File: src/rtl/dtb_pkg.sv
// Shared types, codes and helpers for the depth test buffer.
// Used by dtb_front, dtb_queue, dtb_back and depth_test_buffer_top.
// Has no dependencies.
package dtb_pkg;

  // Configuration port.
  localparam int CFG_DATA_W  = 24;
  localparam int CFG_INDEX_W = 2;

  localparam logic [CFG_INDEX_W-1:0] REG_CLEAR_DEPTH   = 2'd0;
  localparam logic [CFG_INDEX_W-1:0] REG_DEPTH_FUNC    = 2'd1;
  localparam logic [CFG_INDEX_W-1:0] REG_ACTIVE_WIDTH  = 2'd2;
  localparam logic [CFG_INDEX_W-1:0] REG_ACTIVE_HEIGHT = 2'd3;

  // Item actions.
  localparam logic ACT_TEST  = 1'b0;
  localparam logic ACT_CLEAR = 1'b1;

  // Depth compare functions: fragment depth F against stored depth S.
  localparam logic [2:0] FUNC_NEVER    = 3'd0;
  localparam logic [2:0] FUNC_LESS     = 3'd1;
  localparam logic [2:0] FUNC_EQUAL    = 3'd2;
  localparam logic [2:0] FUNC_LEQUAL   = 3'd3;
  localparam logic [2:0] FUNC_GREATER  = 3'd4;
  localparam logic [2:0] FUNC_NOTEQUAL = 3'd5;
  localparam logic [2:0] FUNC_GEQUAL   = 3'd6;
  localparam logic [2:0] FUNC_ALWAYS   = 3'd7;

  // Reset values of the registers.
  localparam logic [23:0] CLEAR_DEPTH_RST = 24'hFFFFFF;
  localparam logic [2:0]  DEPTH_FUNC_RST  = FUNC_ALWAYS;
  localparam logic [8:0]  ACTIVE_DIM_RST  = 9'd256;

  // Width for window dimensions; holds store sizes up to 8191.
  localparam int DIM_W = 13;

  // Skid queue between front and back.
  localparam int QUEUE_AW    = 1;
  localparam int QUEUE_DEPTH = 2;

  typedef struct packed {
    logic [23:0] clear_depth;
    logic [2:0]  depth_func;
    logic [8:0]  active_width;
    logic [8:0]  active_height;
  } cfg_t;

  typedef struct packed {
    logic passed;
    logic outside;
  } result_t;

  // Active dimension clipped to the size of the store.
  function automatic logic [DIM_W-1:0] eff_dim(input logic [8:0] act,
                                               input logic [DIM_W-1:0] max_dim);
    logic [DIM_W-1:0] act_ext;
    act_ext = DIM_W'(act);
    return (act_ext > max_dim) ? max_dim : act_ext;
  endfunction

endpackage

File: src/rtl/dtb_front.sv
// Front end of the depth test buffer: accepts items and classifies them.
// Produces a packed queue entry; depends on dtb_pkg.
module dtb_front #(
  parameter int MAX_WIDTH  = 256,
  parameter int MAX_HEIGHT = 256,
  parameter int DEPTH_BITS = 24,
  parameter int XW         = 8,
  parameter int YW         = 8
) (
  input  logic                        rst,
  input  logic                        in_valid,
  output logic                        in_stall,
  input  logic                        action,
  input  logic signed [9:0]           pos_x,
  input  logic signed [9:0]           pos_y,
  input  logic [23:0]                 frag_depth,
  input  dtb_pkg::cfg_t               cfg,
  input  logic                        q_full,
  input  logic                        init_busy,
  output logic                        q_push,
  output logic [2+YW+XW+DEPTH_BITS-1:0] q_wdata
);

  logic [dtb_pkg::DIM_W-1:0] eff_w;
  logic [dtb_pkg::DIM_W-1:0] eff_h;
  logic [dtb_pkg::DIM_W-1:0] x_ext;
  logic [dtb_pkg::DIM_W-1:0] y_ext;
  logic                      outside;

  assign eff_w = dtb_pkg::eff_dim(cfg.active_width, dtb_pkg::DIM_W'(MAX_WIDTH));
  assign eff_h = dtb_pkg::eff_dim(cfg.active_height, dtb_pkg::DIM_W'(MAX_HEIGHT));

  assign x_ext = dtb_pkg::DIM_W'($unsigned(pos_x));
  assign y_ext = dtb_pkg::DIM_W'($unsigned(pos_y));

  // Negative coordinates are outside; the range compares only matter when
  // the coordinate is non-negative.
  assign outside = pos_x[9] || pos_y[9] || (x_ext >= eff_w) || (y_ext >= eff_h);

  assign in_stall = rst || q_full || init_busy;
  assign q_push   = in_valid && !in_stall;

  assign q_wdata = {action,
                    (action == dtb_pkg::ACT_TEST) && outside,
                    YW'($unsigned(pos_y)),
                    XW'($unsigned(pos_x)),
                    DEPTH_BITS'(frag_depth)};

endmodule

File: config.mk
export PLATFORM = sky130hd
export DESIGN_NAME = dtb_front
export DESIGN_NICKNAME = d
export VERILOG_FILES = /design/src/rtl/dtb_pkg.sv /design/src/rtl/dtb_front.sv
export SDC_FILE = /design/constraint.sdc
export NUM_CORES = 1
export LEC_CHECK = 0
export ABC_AREA = 0
export BUFFER_PORTS_ARGS = -buffer_cell sky130_fd_sc_hd__buf_2
export CAP_MARGIN = 20
export CORE_AREA = 2 2 54 56
export DETAILED_ROUTE_END_ITERATION = 8
export DIE_AREA = 0 0 56 58
export MAX_ROUTING_LAYER = met4
export PLACE_DENSITY = 0.95
export SETUP_SLACK_MARGIN = 0.02
export SLEW_MARGIN = 10
export SYNTH_ARGS = -nofsm -noshare
export SYNTH_HDL_FRONTEND = slang
export SYNTH_SLANG_ARGS = --single-unit
File: constraint.sdc
create_clock -name vclk -period 2.2
set_input_delay 0.22 -clock vclk [all_inputs]
set_output_delay 0.22 -clock vclk [all_outputs]
set_load 0.05 [all_outputs]
---- Yosys cells after proc, flatten, opt, wreduce, memory -nomap -nowiden ----
Cells that the tools add are included.
storage, ports and cells
  register bits ........................... 0
  bits of input ports ..................... 94
  output and inout port bits .............. 44
  logic and storage cells ................. 15
cells by class
  order comparisons ....................... 4
  multiplexer cells ....................... 2
  bitwise gates (word level) .............. 1
  reduce and logical (&&, ||, !) cells .... 8
operators by type and width
  operator                                         number
  10-bit by 9-bit >= comparator with 1-bit output  2
  9-bit > comparator, second input constant        2
  9-bit two-way mux                                2
  1-bit logical OR                                 5
  1-bit logical AND                                2
  1-bit zero test                                  1
  1-bit NOT                                        1

---- Logic depth before layout (Yosys ltp) ----
  word-level depth ........................ 6
  gate-level depth with buffers ........... 8
  depth with buffers taken out ............ 8

---- Worst setup path before layout ----
OpenSTA, ideal clock, no wires.
  path kind ............................... input port to output port
  start point ............................. input port cfg[8] (netlist name)
  end point ............................... output port q_wdata[40]
  arrival time ............................ 1.889 ns
  required time ........................... 1.980 ns
  setup slack ............................. 0.091 ns
  stages .................................. 8
  buffers on the path ..................... 0
  path through ............................ clkinv_1 -> nand2_1 -> ha_1 -> o211ai_1 -> o21ai_1 -> nand3_1 -> a21o_1 -> a31oi_1
between the ends
  cells in the longest elaborated chain, start to end .. 5
RTL lines
  item                                               RTL line         text
  start, declared                                    dtb_front.sv:17  input dtb_pkg::cfg_t cfg,
  9-bit > comparator                                 dtb_pkg.sv:58    return (act_ext > max_dim) ? max_dim : act_ext;
  9-bit two-way mux *                                dtb_pkg.sv:58
  10-bit by 9-bit >= comparator with 1-bit output *  dtb_front.sv:38  assign outside = pos_x[9] || pos_y[9] || (x_ext >= eff_w) || (y_ext >= eff_h);
  1-bit logical OR *                                 dtb_front.sv:38
  1-bit logical AND *                                dtb_front.sv:44  (action == dtb_pkg::ACT_TEST) && outside,
  end, declared                                      dtb_front.sv:21  output logic [2+YW+XW+DEPTH_BITS-1:0] q_wdata
Every way passes the cells marked *; elsewhere a longest branch is shown, timed or not.

---- Worst setup path after layout ----
  start point ............................. input port cfg[17] (netlist name)
  end point ............................... output port q_wdata[40]
between the ends
  cells in the longest elaborated chain, start to end .. 6
RTL lines
  item                                               RTL line
  9-bit > comparator                                 dtb_pkg.sv:58
  9-bit two-way mux *                                dtb_pkg.sv:58
  10-bit by 9-bit >= comparator with 1-bit output *  dtb_front.sv:38
  1-bit logical OR * (2 in series)                   dtb_front.sv:38
  1-bit logical AND *                                dtb_front.sv:44
Marks and branches as above.

==> qor.csv <==
metric,value,unit
status,completed,
Max IR drop VDD,0.0000812,V
DRC viols,0,
hold depth,0,
final hold violations,0,
sw power,0.125,mW
Hold Worst Slack,440,ps
critical path arrival,1750,ps
Crit Path Max Fanout,8,
Syn Area/Cell,7.47,sq um
largest cells by area after synthesis,"buf_4 (39%), ha_1 (29%), nand2_1 (6.7%), a21oi_1 (3.2%), nor2b_1 (2.4%)",
detail-routed via count per cell,4.47,
Pwr Density,241,nW/um^2
area grow syn2layout,5.90,%
Worst-Margin Slew,244,ps
Final Non-Filler Cells,158,
CP max stage cell,or4_4,
largest net degree at the start of global routing,9,
"worst slack, placed",214,ps
Post-Synthesis Cells,105,
Die W,56,microns
internal power,0.0746,mW
max_cap viols,0,
detailed-route wire length per cell,10.1,microns
Die Y,58,microns
Leakage,0.492,nW
period utilisation layout,89.7,%
Hold Crit Class,in -> out,
Critical Path Source Type,input pin,
post-synth top area share,39.2,%
largest area contributor in the netlist,buf_4,
sequential cell area fraction in the yosys report,0,%
first-pass GRT wire length,2480,microns
Setup WS post-layout,227,ps
fin crit period,1970,ps
upper clock frequency limit,507,MHz
Clk network pwr share,0,%
number of global-route vias before repair,666,
IO Count,138,
hold_buf cts,0,
placed cell count,158,
total of cells resized after clock tree synthesis,0,
power share of the combinational group,100.0,%
layout cells sized above 1,52.8,%
setup repair bufs after CTS,0,
YS warnings,0,
WS Path Type,in -> out,
"commonest non-fill, non-tap cell in the layout",buf_2,
starting density of the core,29.5,%
Seq cells,0,
die area,3250,sq um
initial drt markers,21,
final setup fails,0,
"most used cell, CP",buf_2,
Synth Net Count,217,
antenna violations before repair,0,
max-slew violation count,0,
GR Overflow Total,0,
antenna-violating nets left,0,
most frequent cells in the layout,"buf_2 (63), ha_1 (18), nand2_1 (14), a21oi_1 (5), inv_1 (4)",
I/O Buffers,63,
Core Rows,19,
CP cell instances,buf_2 -> clkinv_1 -> ha_1 -> or4_4 -> a221oi_2 -> a31oi_1 -> buf_2,
gpl congestion,0.658,
Register Area,0,sq um
GRT Total Usage,9.04,%
Fin Setup TNS,0,ps
Cell variety after synth,22,
Crit. End Element,output pin,
Slew HR,83.6,%
Seq pwr share,0,%
Diodes inserted,0,
RSZ-0062 raised after global routing,false,
via count,706,
drt first pass iters,4,
Final HPWL DP,1490,microns
CLK BUF,0,
"Cell Area, Synth",785,sq um
Crit path required time,1980,ps
final wirelength,1590,microns
fin nets,241,
Max stage delay on crit path,480,ps
core area,2660,sq um
Switching Share,62.7,%
[path summary, 6_finish.rpt]
| path | startpoint | to | slack [ps] |
|---|---|---|---|
| setup / recovery | cfg[17] | q_wdata[40] | 230 |
| hold / removal | frag_depth[11] | q_wdata[11] | 440 |
[final cells by class]
class,instances,area [sq um]
timing repair buffer,63,315
inverter,6,22.5
fill,307,1830
multi-input combinational,58,454
tap,31,38.8
[cell families (layout without fill, tap and decap cells)]
kind of cell | count (synthesis) | count (layout) | share of synthesized area (%)
simple gates | 27 | 27 | 17.7
buf+inv | 47 | 69 | 42.1
compound gates | 13 | 13 | 11.5
fa+ha+maj | 18 | 18 | 28.7
[worst max-delay path, delay by kind of cell]
kind            cells  cell delay, ps
compound gates      2             270
buf+inv             3             520
fa+ha+maj           1             260
simple gates        1             480
[power groups by stage]
stage	logic [mW]	clock network, mW	registers (mW)
final	0.200	0	0
after global routing	0.220	0	0
after CTS	0.202	0	0
after detailed placement	0.202	0	0
after global placement	0.197	0	0
after floorplan	0.271	0	0
[synthesized netlist by cell type (all sizes together)]
cell and count:
a21oi 5, inv 4, nand3 3, o211ai 1, or4 1, and4b 1
nor3b 1, a31o 1, a221oi 1, nand4 1, nor2b 3, a31oi 1
nand2b 1, clkinv 2, o31ai 1, buf 41, ha 18, or3 1
o21ai 1, a21o 2, nor2 1, nand2 14
[metal layers]
layer	up-vias	routed length, microns	global-route usage (%)
met2	37	775	17.1
li1	363	-	-
met3	12	188	2.01
met5	-	0	-
met1	294	563	9.16
met4	0	62	3.06
[metrics by stage]
stage	instance area [sq um]	utilization [%]	power [mW]
2_1_floorplan	785	-	0.271
3_3_place_gp	831	31.2	0.197
3_5_place_dp	831	31.2	0.201
4_1_cts	831	31.2	0.202
5_1_grt	831	31.2	0.220
6_report	831	31.2	0.200
No activity file was read; power rests on OpenSTA's default activity.
