File: src/rtl/dtb_pkg.sv
// Shared types, codes and helpers for the depth test buffer.
// Used by dtb_front, dtb_queue, dtb_back and depth_test_buffer_top.
// Has no dependencies.
package dtb_pkg;

  // Configuration port.
  localparam int CFG_DATA_W  = 24;
  localparam int CFG_INDEX_W = 2;

  localparam logic [CFG_INDEX_W-1:0] REG_CLEAR_DEPTH   = 2'd0;
  localparam logic [CFG_INDEX_W-1:0] REG_DEPTH_FUNC    = 2'd1;
  localparam logic [CFG_INDEX_W-1:0] REG_ACTIVE_WIDTH  = 2'd2;
  localparam logic [CFG_INDEX_W-1:0] REG_ACTIVE_HEIGHT = 2'd3;

  // Item actions.
  localparam logic ACT_TEST  = 1'b0;
  localparam logic ACT_CLEAR = 1'b1;

  // Depth compare functions: fragment depth F against stored depth S.
  localparam logic [2:0] FUNC_NEVER    = 3'd0;
  localparam logic [2:0] FUNC_LESS     = 3'd1;
  localparam logic [2:0] FUNC_EQUAL    = 3'd2;
  localparam logic [2:0] FUNC_LEQUAL   = 3'd3;
  localparam logic [2:0] FUNC_GREATER  = 3'd4;
  localparam logic [2:0] FUNC_NOTEQUAL = 3'd5;
  localparam logic [2:0] FUNC_GEQUAL   = 3'd6;
  localparam logic [2:0] FUNC_ALWAYS   = 3'd7;

  // Reset values of the registers.
  localparam logic [23:0] CLEAR_DEPTH_RST = 24'hFFFFFF;
  localparam logic [2:0]  DEPTH_FUNC_RST  = FUNC_ALWAYS;
  localparam logic [8:0]  ACTIVE_DIM_RST  = 9'd256;

  // Width for window dimensions; holds store sizes up to 8191.
  localparam int DIM_W = 13;

  // Skid queue between front and back.
  localparam int QUEUE_AW    = 1;
  localparam int QUEUE_DEPTH = 2;

  typedef struct packed {
    logic [23:0] clear_depth;
    logic [2:0]  depth_func;
    logic [8:0]  active_width;
    logic [8:0]  active_height;
  } cfg_t;

  typedef struct packed {
    logic passed;
    logic outside;
  } result_t;

  // Active dimension clipped to the size of the store.
  function automatic logic [DIM_W-1:0] eff_dim(input logic [8:0] act,
                                               input logic [DIM_W-1:0] max_dim);
    logic [DIM_W-1:0] act_ext;
    act_ext = DIM_W'(act);
    return (act_ext > max_dim) ? max_dim : act_ext;
  endfunction

endpackage

File: src/rtl/dtb_queue.sv
// Two-entry queue that decouples the front end from the back end.
// Depends on dtb_pkg for its depth.
module dtb_queue #(
  parameter int WIDTH = 44
) (
  input  logic             clk,
  input  logic             rst,
  input  logic             push,
  input  logic [WIDTH-1:0] wdata,
  input  logic             pop,
  output logic [WIDTH-1:0] rdata,
  output logic             full,
  output logic             empty
);

  logic [WIDTH-1:0]            entries [0:dtb_pkg::QUEUE_DEPTH-1];
  logic [dtb_pkg::QUEUE_AW-1:0] wptr;
  logic [dtb_pkg::QUEUE_AW-1:0] rptr;
  logic [dtb_pkg::QUEUE_AW:0]   count;

  assign full  = (count == (dtb_pkg::QUEUE_AW + 1)'(dtb_pkg::QUEUE_DEPTH));
  assign empty = (count == '0);
  assign rdata = entries[rptr];

  always_ff @(posedge clk) begin
    if (rst) begin
      wptr  <= '0;
      rptr  <= '0;
      count <= '0;
    end else begin
      if (push) begin
        wptr <= wptr + 1'b1;
      end
      if (pop) begin
        rptr <= rptr + 1'b1;
      end
      if (push && !pop) begin
        count <= count + 1'b1;
      end else if (pop && !push) begin
        count <= count - 1'b1;
      end
    end
  end

  always_ff @(posedge clk) begin
    if (push) begin
      entries[wptr] <= wdata;
    end
  end

endmodule

File: config.mk
export PLATFORM = sky130hd
export DESIGN_NAME = dtb_queue
export DESIGN_NICKNAME = d
export VERILOG_FILES = /design/src/rtl/dtb_pkg.sv /design/src/rtl/dtb_queue.sv
export SDC_FILE = /design/constraint.sdc
export NUM_CORES = 1
export LEC_CHECK = 0
export CORE_MARGIN = 8
export CORE_UTILIZATION = 55
export CTS_CLUSTER_SIZE = 8
export DETAILED_ROUTE_END_ITERATION = 16
export DONT_BUFFER_PORTS = 1
export GPL_ROUTABILITY_DRIVEN = 1
export PLACE_DENSITY_LB_ADDON = 0.1
export SYNTH_ARGS = -nofsm -noshare
export SYNTH_HDL_FRONTEND = slang
export SYNTH_SLANG_ARGS = --single-unit
File: constraint.sdc
create_clock -name clk -period 6.3 [get_ports clk]
set_input_delay 0.945 -clock clk [delete_from_list [all_inputs] [get_ports clk]]
set_output_delay 0.945 -clock clk [all_outputs]
set_load 0.05 [all_outputs]
======== Word level (Yosys, flattened, before mapping) ========
Memories as Yosys holds them, arrays and structs flattened. A register that Yosys moved wholly into a read port is not among the register bits.
Index checks and enable logic that the tools add are counted.
storage, ports and cells
  register bits after elaboration ......... 4
  bits in writable memories ............... 88
  input bits .............................. 48
  memories kept ........................... 1
operators by class
  $add $sub $neg .......................... 4
  eq/ne operators ......................... 1
  muxes and demuxes ....................... 6
  reductions and logical operators ........ 6
memory list
  memory   depth  bits a word  rd ports  clocked after Yosys merged registers in  write ports  RTL line         RTL
  entries  2      44           1         1                                        1            dtb_queue.sv:16  logic [WIDTH-1:0] entries [0:dtb_pkg::QUEUE_DEPTH-1];
operators with widths
  kind                                                                 count
  1-bit 2-to-1 mux                                                     4
  2-bit 2-to-1 mux                                                     2
  1-bit adder (second input constant)                                  2
  2-bit by 1-bit adder with 2-bit output (second input constant)       1
  2-bit == test (second input constant)                                1
  1-bit logical AND                                                    2
  1-bit zero test                                                      2
  2-bit zero test                                                      1
  2-bit nonzero test                                                   1
  2-bit by 1-bit subtractor with 2-bit output (second input constant)  1

======== Depth between registers and ports, before layout ========
Gate-level depths: netlist (run 1).
  depth after elaboration ................. 4
  mapped depth ............................ 5

======== Worst setup path after synthesis (run 1) ========
Ideal clock, no wire load.
  path kind ............................... input to register
  from .................................... in push
  to ...................................... mem entries[0][0], enable pin
  arrival time ............................ 2.905 ns
  setup slack ............................. 2.944 ns
  stages on the path ...................... 1
  path buffers ............................ 0
  path through ............................ nor2b_1
on the way
  word-level cells in the longest chain between the ends .. 2
RTL lines
  element                                 RTL line         RTL
  start, declared                         dtb_queue.sv:8   input logic push,
  1-bit 2-to-1 mux                        dtb_queue.sv:46  if (push) begin
  1-bit 2-to-1 mux (implied by the code)  dtb_queue.sv:47  entries[wptr] <= wdata;
  end, declared                           dtb_queue.sv:16
Every way passes these cells.

==> results.py, run 1 <==
metrics = {
    "drt": {
        "vias": 1395,
        "drc_errors": 0,
        "ant_nets": 0,
        "drt_iter0_markers": 64,
        "drt-total-wl_um": 5630,
        "wire_per_inst_um": 23.0,
        "via_per_inst": 5.69,
        "drtPass1Iterations": 4,
    },
    "clocking": {
        "htreeDepth": 3,
        "cts_root_buffer": "clkbuf_8",
        "clock_sinks": 93,
        "tritoncts": "done",
        "clock_path_buffers": 2,
        "cts-resized-gates": 0,
        "postCtsHoldBufs": 0,
        "post_cts_buffers": 0,
        "clkLatencyLatePin_ps": 340,
        "clk_transition_reported_paths_ps": 80,
        "cts_made_buffers": 9,
    },
    "floorplan": {
        "coreArea_mm2": 0.00592,
        "chipHeight_um": 94.4,
        "start_util": 0.571,
        "die_w_um": 94.4,
        "ioPinCount": 94,
        "row_count": 28,
        "dieArea_mm2": 0.00891,
    },
    "layout": {
        "diodes": 0,
        "regArea_mm2": 0.00274,
        "drive_above_1_share": 0.359,
        "fin_util": 0.614,
        "n_fill_cell": 433,
        "fin_nets": 215,
        "syn2layout_area_growth_pct": 7.55,
        "multi_input_comb_area_um2": 608,
        "design_area_mm2": 0.00364,
    },
    "placement": {
        "place_area_mm2": 0.00346,
        "dp_hpwl_um": 3840,
        "io_buffers": 0,
        "post-place-ws_ps": 3760,
        "place_congestion": 0.714,
    },
    "critical_path": {
        "crit_slowest_cell": "dfxtp_2",
        "crit_arrival_ps": 1910,
        "crit_buf_inv": 0,
        "cp_max_fo": 44,
        "path_cells": "mux2_2",
        "crit_path_start_kind": "register",
        "crit_path_end_kind": "output port",
        "worst-endpoint-required_ps": 5350,
        "crit_path_max_incr_delay_ps": 990,
        "critical_path.top_delay_family": "flip-flops",
        "critPathKind": "register to output port",
    },
    "global_routing": {
        "gr-total-overflow": 0,
        "grt_max_degree": 45,
        "grt_pass1_vias": 1561,
        "grt_pass1_wl_um": 8580,
        "antenna_found_initial": 0,
        "grt_usage": 0.133,
    },
    "sta": {
        "tns_ps": 0,
        "max_slew_margin": 0.307,
        "final_hold_viol_count": 0,
        "drv_slew": 0,
        "setup_viol_count_final": 0,
        "rsz0062_at_grt": "false",
        "tightest_slew_ps": 1040,
        "setup_slack_ps": 3450,
        "max_freq_ghz": 0.351,
        "fin_skew_ps": 5.77,
        "finalCriticalPeriod_ps": 2850,
        "finalCritPeriodShare": 0.453,
    },
    "status": {
        "status": "finished, final reports clean",
    },
    "power": {
        "ir_drop_mv": 0.205,
        "p_leak_nw": 1.19,
        "totalPowerFinal_mw": 1.29,
        "p_per_area_mw_per_mm2": 355,
    },
    "min_path": {
        "hold_class": "register to register",
    },
    "logic_synthesis": {
        "yosysSeqAreaShare": 0.811,
        "synth.distinct_cells": 16,
        "ys_seq_elements": 93,
        "synth_fp_nets": 208,
        "synth_warnings": 0,
        "avgSynthCellArea_um2": 21.3,
        "synthesis.area_mm2": 0.00338,
        "syn_inst": 159,
    },
    "run": {
        "maxCapViolations": 0,
    },
}
worst paths after layout:
path         depth (start not counted)  slack (ps)      from             end
max                                  1        3450  register       rdata[11]
max reg2reg                          2        4570      wptr  entries[0][36]
min reg2reg                          2         510  count[1]        count[1]
min                                  2         510  count[1]        count[1]
per-stage QoR:
stage | std cells | hold WS [ps]
floorplan | 159 | 461
global placement | 230 | 471
detailed placement | 230 | 497
CTS | 245 | 514
global route | 245 | 573
finish | 245 | 507
power breakdown:
part           leakage (nW)  internal, mW  total (mW)  switching [mW]
combinational         0.228        0.0407       0.196           0.155
sequential            0.868         0.720       0.740          0.0205
clock                0.0916         0.177       0.356           0.179
total                  1.19         0.937        1.29           0.354
final cells by class:
cell class              instances  area share
flip-flops and latches         93       0.755
multi-input cells              60       0.167
repair buffers                  1     0.00206
well taps                      75      0.0258
clock buffers                   9      0.0341
inverters                       1     0.00103
clock inverters                 6      0.0151
registers in the layout, summed over array words and instances (netlist names), named ones only:
name / count
count: 2
rptr: 1
wptr: 1
entries: 88
cell families after synthesis:
kind of cell	synth area share
muxes	0.147
adders and majority gates	0.00370
buffers and inverters	0.0115
AOI/OAI and AO/OA	0.00296
xor gates and xnor gates	0.0104
DFF	0.811
and+or+nand+nor	0.0137
cells in the mapped netlist:
master	number	area (um^2)
ha_1	1	12.5
dfxtp_1	5	100
or3_1	1	6.26
inv_1	1	3.75
nor2b_1	1	6.26
and2_1	1	6.26
edfxtp_1	88	2640
buf_2	1	5.00
xnor2_1	2	17.5
xor2_1	2	17.5
o21ai_0	1	5.00
buf_4	4	30.0
nor2_1	5	18.8
a21oi_1	1	5.00
mux2_2	44	495
and2b_2	1	8.76
cells in the final DEF, fill, tap and decap left out:
master      n
dfxtp_2     1
inv_1       1
xor2_1      2
xnor2_1     2
clkinv_1    3
nor2_1      5
or3_1       1
buf_4       1
o21ai_0     1
dfxtp_1     4
clkinv_4    1
clkbuf_8    9
mux2_2     44
a21oi_1     1
edfxtp_1   88
clkinv_2    1
nor2b_4     1
ha_1        1
and2_2      1
and2b_2     1
bufinv_16   1
routing by layer:
metal,GRT usage,part of all wire,wire length [um]
met1,0.125,0.34,1890
met2,0.220,0.52,2950
met3,0.0746,0.11,643
met4,0.0832,0.025,142
met5,0,0,0
No activity file was read; power rests on OpenSTA's default activity.
==> run 2: changes to the inputs <==
Clock period 6.3 ns to 2.63 ns, I/O delays scaled along.
==> run 2 against run 1 <==
Cell area up 2.4%. Clock skew shrank 0.52 ps. Clock-buffer cell count did not move. Clock power rose to 2.7 times the previous value. Final cell count up 1.2%. Combinational power increased to 2.5 times the previous value. First-iteration DRC count decreased by 19%. Critical path type unchanged. Largest power group unchanged.
==> results.py, run 2 (same netlist as run 1, synthesis figures left out) <==
metrics = {
    "drt": {
        "drt-total-wl_um": 5540,
        "drtPass1Iterations": 6,
        "vias": 1356,
        "ant_nets": 0,
        "drc_errors": 0,
        "wl_met3_um": 811,
        "via_per_inst": 5.47,
        "wl_met1_um": 1850,
        "highest_layer": "met4",
        "drt_iter0_markers": 52,
        "wire_per_inst_um": 22.3,
        "route.met2.wl_um": 2760,
    },
    "sta": {
        "setup_viol_count_final": 0,
        "finalCriticalPeriod_ps": 2070,
        "final_hold_viol_count": 0,
        "fin_skew_ps": 5.25,
        "max_freq_ghz": 0.483,
        "tns_ps": 0,
        "rsz0062_at_grt": "false",
        "finalCritPeriodShare": 0.787,
        "drv_slew": 0,
        "tightest_slew_ps": 880,
        "max_slew_margin": 0.411,
    },
    "min_path": {
        "hold_class": "input port to register",
    },
    "clocking": {
        "clock_path_buffers": 2,
        "cts-resized-gates": 0,
        "post_cts_buffers": 0,
        "clkLatencyLatePin_ps": 340,
        "cts_root_buffer": "clkbuf_8",
        "clock_sinks": 93,
        "tritoncts": "done",
        "cts_made_buffers": 9,
        "htreeDepth": 3,
        "clk_transition_reported_paths_ps": 80,
        "postCtsHoldBufs": 0,
    },
    "global_routing": {
        "antenna_found_initial": 0,
        "grt_max_degree": 30,
        "grt_pass1_vias": 1477,
        "gr-total-overflow": 0,
        "grt_usage": 0.127,
        "grt_pass1_wl_um": 8090,
    },
    "power": {
        "p_per_area_mw_per_mm2": 867,
        "ir_drop_mv": 0.527,
        "p_leak_nw": 1.22,
    },
    "layout": {
        "design_area_mm2": 0.00372,
        "final_common_cell": "edfxtp_1",
        "top_regs": "entries x88, count x2",
        "syn2layout_area_growth_pct": 10.1,
        "layout_common_cells": "edfxtp_1 (88), mux2_2 (44), clkbuf_8 (9), nor2_1 (5), dfxtp_1 (4)",
        "largest_reg_flops": 88,
        "fin_nets": 217,
        "drive_above_1_share": 0.382,
        "top_register": "entries",
        "instances_no_fill": 248,
        "diodes": 0,
    },
    "floorplan": {
        "chipHeight_um": 94.4,
        "ioPinCount": 94,
        "start_util": 0.571,
        "die_w_um": 94.4,
        "row_count": 28,
        "coreArea_mm2": 0.00592,
        "dieArea_mm2": 0.00891,
    },
    "critical_path": {
        "worst-endpoint-required_ps": 2240,
        "crit_path_start_kind": "register",
        "crit_arrival_ps": 1670,
        "critPathKind": "register to output port",
        "crit_path_end_kind": "output port",
        "cp_max_fo": 29,
    },
    "run": {
        "maxCapViolations": 0,
    },
    "placement": {
        "place_congestion": 0.694,
        "place_area_mm2": 0.00351,
        "dp_hpwl_um": 3950,
        "io_buffers": 0,
        "place_inst": 232,
    },
    "status": {
        "status": "finished, final reports clean",
    },
}
[run 2: cell count changes in the layout (fill, tap and decap cells not counted), sizes merged]
cell      change
buf           +2
bufinv        +1
clkinv        -1
clkinvlp      +1
[run 2: path summary, 6_finish.rpt]
path / to / cells after the start / from / slack (ps)
hold reg to reg: count[1] / 2 / count[1] / 530
setup / recovery: rdata[29] / 2 / register / 560
setup reg to reg: entries[1][26] / 2 / wptr / 1140
hold / removal: count[1] / 1 / rst / 110
[run 2: area by class of cell]
| cell class | count | area, um^2 |
|---|---|---|
| sequential | 93 | 2740 |
| tap | 75 | 93.8 |
| timing repair buffer | 3 | 60.1 |
| multi-input combinational | 60 | 608 |
| inverter | 1 | 3.75 |
| clock buffer | 9 | 124 |
| clock inverter | 7 | 90.1 |
| fill | 419 | 2200 |
[run 2: power by group]
| group | switching, mW | total (mW) | internal (mW) |
|---|---|---|---|
| clock network | 0.443 | 0.972 | 0.530 |
| registers | 0.0348 | 1.76 | 1.72 |
| logic | 0.390 | 0.499 | 0.110 |
| total | 0.867 | 3.23 | 2.36 |
[run 2: metal layers]
layer,up-vias,track usage
li1,632,-
met1,647,0.121
met2,64,0.202
met3,13,0.0865
met4,0,0.0674
met5,-,0
[run 2: through the flow]
stage / total power, mW / worst slack, ps / utilization / hold WS, ps
after floorplan: 2.24 / 645 / - / 461
after global placement: 2.29 / 943 / 0.593 / 465
after detailed placement: 2.30 / 909 / 0.593 / 470
after CTS: 3.27 / 521 / 0.629 / 90.0
after global routing: 3.33 / 482 / 0.629 / 90.2
final: 3.23 / 561 / 0.629 / 109
[run 2: worst max-delay path, stage by stage (launching register included)]
cell	delay, ps
dfxtp_2	580
buf_12	250
mux2_2	490
